[src/hdl/est_pkg.sv]
// ----------------------------------------------------------------------------
// Event subscription table package
// Shared types, codes and sizes for the subscription table and its cells.
// ----------------------------------------------------------------------------
package est_pkg;

  localparam int SLOT_COUNT_DEF = 16;

  localparam int OP_W    = 2;
  localparam int EVENT_W = 32;
  localparam int TAG_W   = 16;
  localparam int PAY_W   = 32;
  localparam int COUNT_W = 5;

  localparam logic [COUNT_W-1:0] COUNT_MAX = 5'd31;

  typedef enum logic [OP_W-1:0] {
    OP_CLEAR   = 2'd0,
    OP_SUB     = 2'd1,
    OP_UNSUB   = 2'd2,
    OP_PUBLISH = 2'd3
  } op_t;

  typedef enum logic [1:0] {
    ST_IDLE,
    ST_SCAN,
    ST_FINAL
  } state_t;

  // One subscriber slot as it travels along the cell row.
  typedef struct packed {
    logic [EVENT_W-1:0] ev;
    logic [TAG_W-1:0]   tag;
  } slot_t;

endpackage

[src/hdl/est_req_if.sv]
// ----------------------------------------------------------------------------
// Request channel
// Valid/ready channel that carries one table operation per request.
// ----------------------------------------------------------------------------
interface est_req_if;
  import est_pkg::*;

  logic               valid;
  logic               ready;
  logic [OP_W-1:0]    operation;
  logic [EVENT_W-1:0] event_num;
  logic [TAG_W-1:0]   handler_tag;
  logic [PAY_W-1:0]   payload;

  modport source (output valid, operation, event_num, handler_tag, payload, input ready);
  modport sink   (input valid, operation, event_num, handler_tag, payload, output ready);
endinterface

[src/hdl/est_res_if.sv]
// ----------------------------------------------------------------------------
// Result channel
// Valid/ready channel that carries status, delivery and count results.
// ----------------------------------------------------------------------------
interface est_res_if;
  import est_pkg::*;

  logic               valid;
  logic               ready;
  logic               kind;
  logic               status;
  logic [TAG_W-1:0]   delivered_tag;
  logic [PAY_W-1:0]   delivered_payload;
  logic [COUNT_W-1:0] match_count;
  logic               last;

  modport source (output valid, kind, status, delivered_tag, delivered_payload,
                  match_count, last, input ready);
  modport sink   (input valid, kind, status, delivered_tag, delivered_payload,
                  match_count, last, output ready);
endinterface

[src/hdl/est_cell.sv]
// ----------------------------------------------------------------------------
// Subscription cell
// Holds one slot and hands it to its lower neighbor on every shift.
// ----------------------------------------------------------------------------
module est_cell (
  input  logic           clk,
  input  logic           rst_n,
  input  logic           shift_en,
  input  est_pkg::slot_t slot_in,
  output est_pkg::slot_t slot_out
);
  import est_pkg::*;

  logic [EVENT_W-1:0] ev_r;
  logic [TAG_W-1:0]   tag_r;

  // The tag marks occupancy, so it alone is cleared by reset.
  always_ff @(posedge clk) begin
    if (!rst_n) begin
      tag_r <= '0;
    end else if (shift_en) begin
      tag_r <= slot_in.tag;
    end
  end

  always_ff @(posedge clk) begin
    if (shift_en) begin
      ev_r <= slot_in.ev;
    end
  end

  assign slot_out.ev  = ev_r;
  assign slot_out.tag = tag_r;

endmodule

[src/hdl/est_ctrl.sv]
// ----------------------------------------------------------------------------
// Subscription table controller
// Sequences one request over a full rotation of the cell row and owns the
// result register.
// ----------------------------------------------------------------------------
module est_ctrl #(
  parameter int SLOT_COUNT = est_pkg::SLOT_COUNT_DEF
) (
  input  logic           clk,
  input  logic           rst_n,
  est_req_if.sink        in_req,
  est_res_if.source      out_res,
  input  est_pkg::slot_t head_slot,
  output est_pkg::slot_t wb_slot,
  output logic           shift_en
);
  import est_pkg::*;

  localparam int IDX_W = (SLOT_COUNT > 1) ? $clog2(SLOT_COUNT) : 1;
  localparam logic [IDX_W-1:0] IDX_LAST = IDX_W'(SLOT_COUNT - 1);

  state_t             state_r, state_nxt;
  op_t                op_r;
  logic [EVENT_W-1:0] ev_r;
  logic [TAG_W-1:0]   tag_r;
  logic [PAY_W-1:0]   pay_r;
  logic [IDX_W-1:0]   idx_r;
  logic               done_r;
  logic [COUNT_W-1:0] match_r;

  logic               out_valid_r;
  logic               out_kind_r;
  logic               out_status_r;
  logic [TAG_W-1:0]   out_tag_r;
  logic [PAY_W-1:0]   out_pay_r;
  logic [COUNT_W-1:0] out_count_r;
  logic               out_last_r;

  logic advance;
  logic accept;
  logic take;
  logic hit_pub;
  logic load_dlv;
  logic load_fin;
  logic in_ready;

  assign advance = !out_valid_r || out_res.ready;
  assign accept  = in_req.valid && in_ready;

  // Next state.
  always_comb begin
    state_nxt = state_r;
    case (state_r)
      ST_IDLE: begin
        if (accept) state_nxt = ST_SCAN;
      end
      ST_SCAN: begin
        if (shift_en && (idx_r == IDX_LAST)) state_nxt = ST_FINAL;
      end
      ST_FINAL: begin
        if (advance) state_nxt = accept ? ST_SCAN : ST_IDLE;
      end
      default: state_nxt = ST_IDLE;
    endcase
  end

  // Outputs and the write-back into the tail of the cell row.
  always_comb begin
    in_ready = 1'b0;
    shift_en = 1'b0;
    load_fin = 1'b0;
    take     = 1'b0;
    wb_slot  = head_slot;
    hit_pub  = (op_r == OP_PUBLISH) && (head_slot.tag != '0) && (head_slot.ev == ev_r);
    case (state_r)
      ST_IDLE:  in_ready = 1'b1;
      ST_SCAN:  shift_en = advance;
      ST_FINAL: begin
        in_ready = advance;
        load_fin = advance;
      end
      default: ;
    endcase
    case (op_r)
      OP_CLEAR: wb_slot.tag = '0;
      OP_SUB: begin
        if (!done_r && (head_slot.tag == '0)) begin
          take        = 1'b1;
          wb_slot.ev  = ev_r;
          wb_slot.tag = tag_r;
        end
      end
      OP_UNSUB: begin
        if (!done_r && (head_slot.tag == tag_r)) begin
          take        = 1'b1;
          wb_slot.tag = '0;
        end
      end
      default: ;
    endcase
    load_dlv = shift_en && hit_pub;
  end

  always_ff @(posedge clk) begin
    if (!rst_n) begin
      state_r <= ST_IDLE;
    end else begin
      state_r <= state_nxt;
    end
  end

  always_ff @(posedge clk) begin
    if (accept) begin
      op_r    <= op_t'(in_req.operation);
      ev_r    <= in_req.event_num;
      tag_r   <= in_req.handler_tag;
      pay_r   <= in_req.payload;
      idx_r   <= '0;
      done_r  <= 1'b0;
      match_r <= '0;
    end else if (shift_en) begin
      idx_r  <= idx_r + 1'b1;
      done_r <= done_r | take;
      if (hit_pub && (match_r != COUNT_MAX)) begin
        match_r <= match_r + 1'b1;
      end
    end
  end

  always_ff @(posedge clk) begin
    if (!rst_n) begin
      out_valid_r <= 1'b0;
    end else if (load_dlv || load_fin) begin
      out_valid_r <= 1'b1;
    end else if (out_res.ready) begin
      out_valid_r <= 1'b0;
    end
  end

  always_ff @(posedge clk) begin
    if (load_dlv) begin
      out_kind_r   <= 1'b1;
      out_status_r <= 1'b0;
      out_tag_r    <= head_slot.tag;
      out_pay_r    <= pay_r;
      out_count_r  <= '0;
      out_last_r   <= 1'b0;
    end else if (load_fin) begin
      out_kind_r   <= 1'b0;
      out_status_r <= ((op_r == OP_SUB) || (op_r == OP_UNSUB)) && !done_r;
      out_tag_r    <= '0;
      out_pay_r    <= '0;
      out_count_r  <= (op_r == OP_PUBLISH) ? match_r : '0;
      out_last_r   <= 1'b1;
    end
  end

  assign in_req.ready              = in_ready;
  assign out_res.valid             = out_valid_r;
  assign out_res.kind              = out_kind_r;
  assign out_res.status            = out_status_r;
  assign out_res.delivered_tag     = out_tag_r;
  assign out_res.delivered_payload = out_pay_r;
  assign out_res.match_count       = out_count_r;
  assign out_res.last              = out_last_r;

`ifndef SYNTHESIS
  // A held delivery always belongs to a publish request.
  a_dlv_from_publish: assert property (@(posedge clk) disable iff (!rst_n)
    (out_valid_r && out_kind_r) |-> (op_r == OP_PUBLISH))
    else $error("delivery result held for a non-publish request");

  // The rotation position freezes while the result side is stalled.
  a_idx_hold: assert property (@(posedge clk) disable iff (!rst_n)
    (state_r == ST_SCAN && !advance) |=> $stable(idx_r))
    else $error("rotation moved during a result stall");

  // At most one match per visited slot.
  a_match_bound: assert property (@(posedge clk) disable iff (!rst_n)
    (state_r == ST_SCAN) |-> (32'(match_r) <= 32'(idx_r)))
    else $error("match count ran ahead of the scan position");

  // Reset leaves the block idle with no result pending.
  a_reset_idle: assert property (@(posedge clk)
    !rst_n |=> (state_r == ST_IDLE) && !out_valid_r)
    else $error("block not idle after reset");
`endif

endmodule

[src/hdl/event_subscription_table.sv]
// ----------------------------------------------------------------------------
// Event subscription table
// Table of subscriber slots kept in a rotating row of cells.
// ----------------------------------------------------------------------------
// Usage: a request on in_req carries an operation (clear, subscribe,
// unsubscribe or publish) with an event number, a handler tag and a payload.
// Results leave on out_res. Clear, subscribe and unsubscribe give one status
// result. Publish gives one delivery result per occupied slot whose event
// matches, in slot order, then a count result; the final result has last set.
// Every request takes the slot row through one full rotation, one slot
// passing the controller per cycle while out_res is not stalled, and then
// one final result. With no stall a new request is taken in the cycle the
// previous final result is loaded. A delivery is registered into out_res
// as its slot shifts out of the head cell. When the receiver holds ready
// low with a result waiting, the rotation stops in place and resumes when
// the result is taken; nothing is lost. Reset empties every slot and
// leaves no result pending. Event numbers are not cleared; they are only
// read from occupied slots.
// ----------------------------------------------------------------------------
module event_subscription_table #(
  parameter int SLOT_COUNT = est_pkg::SLOT_COUNT_DEF
) (
  input  logic      clk,
  input  logic      rst_n,
  est_req_if.sink   in_req,
  est_res_if.source out_res
);
  import est_pkg::*;

  // chain[i] is the slot held by cell i; chain[SLOT_COUNT] is the slot the
  // controller writes back into the tail of the row.
  slot_t chain [SLOT_COUNT+1];
  logic  shift_en;

  est_ctrl #(
    .SLOT_COUNT (SLOT_COUNT)
  ) u_ctrl (
    .clk       (clk),
    .rst_n     (rst_n),
    .in_req    (in_req),
    .out_res   (out_res),
    .head_slot (chain[0]),
    .wb_slot   (chain[SLOT_COUNT]),
    .shift_en  (shift_en)
  );

  // Each cell takes its upper neighbor's slot on every shift, so after a full
  // rotation every slot is back in its own cell.
  for (genvar i = 0; i < SLOT_COUNT; i++) begin : g_cell
    est_cell u_cell (
      .clk      (clk),
      .rst_n    (rst_n),
      .shift_en (shift_en),
      .slot_in  (chain[i+1]),
      .slot_out (chain[i])
    );
  end

endmodule
[src/flat_wrapper.sv]
// flat-port wrapper written by rule: the top's interface ports become plain ports
module event_subscription_table_flat import est_pkg::*;
#(
  parameter int SLOT_COUNT = est_pkg::SLOT_COUNT_DEF
)
  (clk, rst_n, in_req_valid, in_req_operation, in_req_event_num, in_req_handler_tag, in_req_payload, in_req_ready, out_res_valid, out_res_kind, out_res_status, out_res_delivered_tag, out_res_delivered_payload, out_res_match_count, out_res_last, out_res_ready);
  est_req_if in_req_i ();
  est_res_if out_res_i ();
  input  logic clk;
  input  logic rst_n;
  input wire logic [$bits(in_req_i.valid)-1:0] in_req_valid;
  input wire logic [$bits(in_req_i.operation)-1:0] in_req_operation;
  input wire logic [$bits(in_req_i.event_num)-1:0] in_req_event_num;
  input wire logic [$bits(in_req_i.handler_tag)-1:0] in_req_handler_tag;
  input wire logic [$bits(in_req_i.payload)-1:0] in_req_payload;
  output wire logic [$bits(in_req_i.ready)-1:0] in_req_ready;
  output wire logic [$bits(out_res_i.valid)-1:0] out_res_valid;
  output wire logic [$bits(out_res_i.kind)-1:0] out_res_kind;
  output wire logic [$bits(out_res_i.status)-1:0] out_res_status;
  output wire logic [$bits(out_res_i.delivered_tag)-1:0] out_res_delivered_tag;
  output wire logic [$bits(out_res_i.delivered_payload)-1:0] out_res_delivered_payload;
  output wire logic [$bits(out_res_i.match_count)-1:0] out_res_match_count;
  output wire logic [$bits(out_res_i.last)-1:0] out_res_last;
  input wire logic [$bits(out_res_i.ready)-1:0] out_res_ready;
  assign in_req_i.valid = in_req_valid;
  assign in_req_i.operation = in_req_operation;
  assign in_req_i.event_num = in_req_event_num;
  assign in_req_i.handler_tag = in_req_handler_tag;
  assign in_req_i.payload = in_req_payload;
  assign in_req_ready = in_req_i.ready;
  assign out_res_valid = out_res_i.valid;
  assign out_res_kind = out_res_i.kind;
  assign out_res_status = out_res_i.status;
  assign out_res_delivered_tag = out_res_i.delivered_tag;
  assign out_res_delivered_payload = out_res_i.delivered_payload;
  assign out_res_match_count = out_res_i.match_count;
  assign out_res_last = out_res_i.last;
  assign out_res_i.ready = out_res_ready;
  event_subscription_table #(.SLOT_COUNT(SLOT_COUNT)) u_core (.clk(clk), .rst_n(rst_n), .in_req(in_req_i), .out_res(out_res_i));
endmodule
[config.mk]
export PLATFORM = sky130hd
export DESIGN_NAME = event_subscription_table_flat
export DESIGN_NICKNAME = d
export VERILOG_FILES = /design/src/hdl/est_pkg.sv /design/src/hdl/est_req_if.sv /design/src/hdl/est_res_if.sv /design/src/hdl/est_cell.sv /design/src/hdl/est_ctrl.sv /design/src/hdl/event_subscription_table.sv /design/src/flat_wrapper.sv
export SDC_FILE = /design/constraint.sdc
export NUM_CORES = 1
export LEC_CHECK = 0
export ABC_AREA = 1
export CORE_UTILIZATION = 35
export DETAILED_ROUTE_END_ITERATION = 7
export DONT_BUFFER_PORTS = 1
export GPL_ROUTABILITY_DRIVEN = 0
export PLACE_DENSITY = 0.59
export SKIP_CTS_REPAIR_TIMING = 1
export SYNTH_ARGS = -nofsm -noshare
export SYNTH_HDL_FRONTEND = slang
export SYNTH_HIERARCHICAL = 1
export SYNTH_SLANG_ARGS = --single-unit
[constraint.sdc]
create_clock -name clk -period 14.55 [get_ports clk]
set_input_delay 0.7275 -clock clk [delete_from_list [all_inputs] [get_ports clk]]
set_output_delay 0.7275 -clock clk [all_outputs]
set_load 0.01 [all_outputs]
* Yosys cells after proc, flatten, opt, wreduce, memory -nomap -nowiden
Cells that the tools add are included.
** Word-level totals
- Bits in latches :: 0
- Register bits after elaboration :: 919
- Memories kept :: 0
- Input bits :: 86
- Bits in writable memories :: 0
- Output and inout bits :: 58
- Bits in read-only memories :: 0
- Logic and storage cells :: 106
** Operators by class
- Reductions and logical operators :: 22
- Multipliers :: 0
- Shift-type cells :: 0
- Mux-type cells :: 22
- Div/mod/pow operators :: 0
- Order comparisons :: 0
- Add/subtract/negate cells :: 2
- Equality and inequality tests :: 12
- Bitwise operators :: 1
** Operators by type and width (number)
- 2-to-1 mux 32 bit :: 3
- 2-to-1 mux 16 bit :: 3
- 2-to-1 mux 48 bit :: 1
- one-hot mux 16 bit (3 select lines) :: 1
- equality test 32 bit :: 1
- equality test 16 bit :: 1
- logical NOT 16 bit :: 1
- nonzero test 16 bit :: 1
- logical AND 1 bit :: 9
- 2-to-1 mux 1 bit :: 7
- equality test 2 bit, second input constant :: 3
- 2-to-1 mux 2 bit :: 3
- inequality test 2 bit, second input constant :: 3
- one-hot mux 2 bit (3 select lines) :: 1
- adder 5 x 1 -> 5 bit, second input constant :: 1
- 2-to-1 mux 5 bit :: 1
- inequality test 5 bit, second input constant :: 1
- adder 4 x 1 -> 4 bit, second input constant :: 1
- equality test 2 x 1 -> 1 bit, second input constant :: 2
- equality test 4 bit, second input constant :: 1
- logical NOT 2 bit :: 2
- one-hot mux 1 bit (2 select lines) :: 2
- nonzero test 2 bit :: 2
- logical OR 1 bit :: 3
- other kinds (4) :: 5

* Longest topological paths before layout
- Depth after elaboration :: 7
- Depth in mapped cells :: 14
- Mapped depth without buffers :: 13

* By module
The synthesis kept the hierarchy.
** By module, submodules not included
- est_cell :: area an instance 1635.3 sq um, sequential area each 1281.2 sq um, cells an instance 133, instances 16
- est_ctrl :: area an instance 7203.2 sq um, sequential area each 4324.1 sq um, cells an instance 809, instances 1

* Worst setup path before layout
No wires, ideal clock.
- Path type :: input -> register
- From :: input port out_res_ready
- To :: register u_core.u_ctrl.out_pay_r[0] (netlist: u_core/u_ctrl/out_res.delivered_payload[0]) (enable)
- Slack :: 1.856 ns
- Buffers on the path :: 0
- Arrival :: 12.287 ns
- Cell stages on the path :: 8
- Library setup time :: 0.407 ns
- Required time :: 14.143 ns
- Cells stage by stage :: nor2_1 -> nor2_4 -> inv_1 -> nor2_1 -> nand2_1 -> nor2_1 -> nand2_1 -> nand2_1
** On the way
- Longest elaborated chain between the ends :: 4
- Elaborated cells on any way between the ends :: 5
- Those cells by class :: 2 x mux; 3 x reduce/logical
** Ends and longest elaborated chain
- start, declared :: RTL line flat_wrapper.sv:24 : input wire logic [$bits(out_res_i.ready)-1:0] out_res_ready;
- logical OR 1 bit :: RTL line est_ctrl.sv:47 : assign advance = !out_valid_r || out_res.ready;
- 2-to-1 mux 1 bit :: RTL line est_ctrl.sv:75 : case (state_r)
- named net u_core.shift_en :: RTL line event_subscription_table.sv:33 : logic shift_en;
- logical AND 1 bit :: RTL line est_ctrl.sv:101 : load_dlv = shift_en && hit_pub;
- nonzero test 2 bit (no source line)
- end signal, assigned :: RTL line est_ctrl.sv:145 : out_pay_r <= pay_r;
- end, declared :: RTL line est_ctrl.sv:35 : logic [PAY_W-1:0] out_pay_r;
The timed path passes the listed nets, and every way through them passes these cells.
A chain may end at the register's enable or synchronous reset.

* Worst setup path after layout
- From :: register u_core.u_ctrl.out_valid_r (netlist: u_core/u_ctrl/out_res.valid)
- To :: register u_core.g_cell[12].u_cell.ev_r[3] (enable)
** On the way
- Longest elaborated chain between the ends :: 3
** Ends and longest elaborated chain
- start, declared :: RTL line est_ctrl.sv:31 : logic out_valid_r;
- start signal, assigned :: RTL line est_ctrl.sv:132 : out_valid_r <= 1'b0;
- start signal, assigned :: RTL line est_ctrl.sv:134 : out_valid_r <= 1'b1;
- start signal, assigned :: RTL line est_ctrl.sv:136 : out_valid_r <= 1'b0;
- logical NOT 1 bit :: RTL line est_ctrl.sv:47
- logical OR 1 bit :: RTL line est_ctrl.sv:47
- 2-to-1 mux 1 bit :: RTL line est_ctrl.sv:75
- named net u_core.shift_en :: RTL line event_subscription_table.sv:33
- end signal, assigned :: RTL line est_cell.sv:28 : ev_r <= slot_in.ev;
- end, declared :: RTL line est_cell.sv:14 : logic [EVENT_W-1:0] ev_r;
The timed path passes the listed nets, and every way through them passes these cells.

==> metrics.txt <==
outcome completed; final clock skew roughly 0.034 ns; setup_tns 0 ns; leakage power approximately 14 nW; vias in the first global route ~16000; worst min path class input port to flip-flop; Final Hold Viols 0; crit path capture type flip-flop; crit-path max cell delay 0.95 ns; Crit Path Class flip-flop to flip-flop; Worst-path clk slew around 0.06 ns; drt drc 0; drt initial violations 1505; total number of vias roughly 18000; number of core rows approximately 110; 1st-pass router iterations 5; ratio of cells with drive above 1 in the final layout under 10%; CTS tree done; starting density of the core ~36%; standard cell with the maximum stage delay on the critical path sky130_fd_sc_hd__buf_4; highest metal used met5; Post-layout nets between 3000 and 4000; Tightest Pin Transition roughly 1.2 ns; count of distinct cell types in the synthesized netlist 25; Area contributors post-synth sky130_fd_sc_hd__edfxtp_1 (58%), sky130_fd_sc_hd__dfxtp_1 (17%), sky130_fd_sc_hd__nand2_1 (8.1%), sky130_fd_sc_hd__nor2_1 (6.5%), sky130_fd_sc_hd__inv_1 (4.5%); worst-case clock buffer depth 3; setup slack of the critical path after layout about 11 ns; Clock Sink Count between 900 and 1000; initial antenna violation count 15; Routed Antenna Nets 0; die boundary height about 310 um; async set-or-reset flop fraction in the synthesized netlist 0%; RSZ-0062 raised after global routing no; wire length of the first global-routing pass 89.9 mm; Finish-stage setup viols 0; insertion delay to the later sink of the worst-skew pair approximately 0.66 ns; Routed wire per std cell roughly 13 um; Max Clk Rate between 200 and 300 MHz; port bufs 0; Final Max Slew Viols 0; detailed placement HPWL roughly 33 mm; worst setup slack before clock tree synthesis 10.48 ns; sequential fraction of the synthesis area about three quarters; post-layout minimum cycle time 3.70 ns; Top-Level Pins approximately 140; Peak VDD IR 0.0879 mV; Mapped Nets 3030; Crit path top cell by count sky130_fd_sc_hd__buf_4; synthesized flop and latch total 919; met3 routed WL between 3 and 4 mm; post-synthesis instance area 33400 um2; ratio of total power to cell area ~150 nW/um2; portion of the clock cycle consumed by the worst path in the final layout 25.4%; met2 routed wirelength about 24 mm; top cell types by occurrence after synthesis sky130_fd_sc_hd__nand2_1 (721), sky130_fd_sc_hd__edfxtp_1 (642), sky130_fd_sc_hd__nor2_1 (579); number of buffers added by the clock tree synthesis step 93; synthesis-to-layout area growth 11.9%; routed length on met1 about 28 mm; Floorplan Core Area 93900 um2; detailed-route vias per instance 4.19; global router's overall resource usage between 10% and 20%; cell-by-cell listing of the critical path inv_1 > nor2_1 > nor2_4 > buf_4 > buf_4 > buf_4; Max transition margin around 18%; warnings from Yosys 6; cell with the most instances after synthesis sky130_fd_sc_hd__nand2_1; data arrival time at the worst-slack endpoint a little under 4 ns; number of fillers in the final layout 8886; number of flops mapped to enable cells by yosys 642; clock tree root driver cell sky130_fd_sc_hd__clkbuf_16; gate count of the mapped netlist 2937; MaxCap Viol Count 0; routed wire length approximately 57 mm; pin count of the biggest net entering global routing 291; largest area contributor in the netlist sky130_fd_sc_hd__edfxtp_1; maximum net fanout on the critical path ~90; Worst EP required 14.83 ns; remaining global-route overflow 0; die width roughly 310 um; CP Launch Type flip-flop; die area 96600 um2; synthesized area per cell 11.4 um2; depth of the CTS H-tree 3; area share of the largest cell type after synthesis 57.8%; commonest register cell after synthesis sky130_fd_sc_hd__edfxtp_1
## per-layer routing
metal  vias to the layer above  track usage (%)
li1                       9251                -
met1                      8212             16.7
met2                       288             16.7
met3                       116             3.46
met4                        14             4.85
met5                         -                0
## through the flow
step                      total power [mW]  hold WS [ns]  std cells  util, %  cell area (um2)
after floorplan                       3.41         0.400       2937        -            33400
after global placement                3.41         0.400       4100     36.4            34200
after detailed placement              3.42         0.405       4100     36.4            34200
after CTS                             5.88        0.0994       4270     39.8            37300
after global routing                  6.04         0.114       4271     39.8            37300
final                                 5.79         0.155       4272     39.8            37300
## placed cells by master, fill, tap and decap left out, types with 3 or more instances in the layout
cell / count
sky130_fd_sc_hd__a21oi_1: 41
sky130_fd_sc_hd__a31oi_1: 16
sky130_fd_sc_hd__buf_4: 9
sky130_fd_sc_hd__bufinv_16: 10
sky130_fd_sc_hd__clkbuf_1: 16
sky130_fd_sc_hd__clkbuf_16: 94
sky130_fd_sc_hd__clkbuf_8: 8
sky130_fd_sc_hd__clkinv_1: 12
sky130_fd_sc_hd__clkinv_16: 4
sky130_fd_sc_hd__clkinv_2: 13
sky130_fd_sc_hd__clkinv_4: 4
sky130_fd_sc_hd__clkinvlp_4: 3
sky130_fd_sc_hd__dfxtp_1: 277
sky130_fd_sc_hd__edfxtp_1: 642
sky130_fd_sc_hd__ha_1: 7
sky130_fd_sc_hd__inv_1: 400
sky130_fd_sc_hd__inv_6: 5
sky130_fd_sc_hd__nand2_1: 720
sky130_fd_sc_hd__nand2_2: 3
sky130_fd_sc_hd__nand3_1: 18
sky130_fd_sc_hd__nand4_1: 9
sky130_fd_sc_hd__nor2_1: 579
sky130_fd_sc_hd__nor2_2: 49
sky130_fd_sc_hd__nor3_1: 5
sky130_fd_sc_hd__o21ai_0: 48
sky130_fd_sc_hd__xnor2_1: 8
sky130_fd_sc_hd__xor2_1: 6
## cells by family after synthesis
| group | share of synthesized area, % |
|---|---|
| AND/OR/NAND/NOR | 16.2 |
| AO/OA/AOI/OAI | 1.65 |
| flip-flops | 74.4 |
| XOR/XNOR | 0.367 |
| buffers and inverters | 7.14 |
| adder cells (fa/ha/maj) | 0.262 |
## sequential cells by signal, indices dropped and copies added, names as in the netlist
name	count
u_core/g_cell.u_cell/ev_r	512
u_core/u_ctrl/tag_r	16
u_core/u_ctrl/out_res.status	1
u_core/u_ctrl/out_res.match_count	5
u_core/u_ctrl/state_r	2
u_core/u_ctrl/done_r	1
u_core/g_cell.u_cell/tag_r	256
u_core/u_ctrl/out_res.last	1
u_core/u_ctrl/op_r	2
u_core/u_ctrl/out_res.valid	1
u_core/u_ctrl/out_res.kind	1
u_core/u_ctrl/out_res.delivered_payload	32
u_core/u_ctrl/pay_r	32
u_core/u_ctrl/match_r	5
u_core/u_ctrl/out_res.delivered_tag	16
u_core/u_ctrl/idx_r	4
u_core/u_ctrl/ev_r	32
## final cells by class
cell class              count  area (um2)  share of cell area (%)
clock buffers             118        2520                    6.75
well taps                1254        1570                    4.20
clock inverters            52         638                    1.71
diodes                      2        5.00                  0.0134
inverters                 403        1520                    4.06
repair buffers             11         108                   0.288
multi-input cells        1513        6160                    16.5
flip-flops and latches    919       24800                    66.5
## path summary, 6_finish.rpt
path | start | to | slack [ns] | cells after the start
worst min-delay path | in_req_event_num[8] | u_core/u_ctrl/ev_r[8]$_DFFE_PP_ | 0.15 | 0
worst min register to register | u_core/g_cell[3].u_cell/ev_r[9]$_DFFE_PP_ | u_core/g_cell[2].u_cell/ev_r[9]$_DFFE_PP_ | 0.41 | 0
worst max register to register | u_core/u_ctrl/out_res.valid$_SDFFE_PN0P_ | u_core/g_cell[12].u_cell/ev_r[3]$_DFFE_PP_ | 10.85 | 6
worst max-delay path | u_core/u_ctrl/out_res.valid$_SDFFE_PN0P_ | u_core/g_cell[12].u_cell/ev_r[3]$_DFFE_PP_ | 10.85 | 6
## report_power, final
part           internal [mW]  switching (mW)  total (mW)
Sequential              2.99          0.0677        3.06
Clock                   1.42            1.01        2.42
Combinational         0.0979           0.210       0.308
Total                   4.50            1.28        5.79
## critical path, delay by kind of cell (launching register included)
kind	cells	cell delay [ns]
buffers and inverters	4	2.58
DFF	1	0.36
and+or+nand+nor	2	0.25
(Power assumes the default switching activity.)
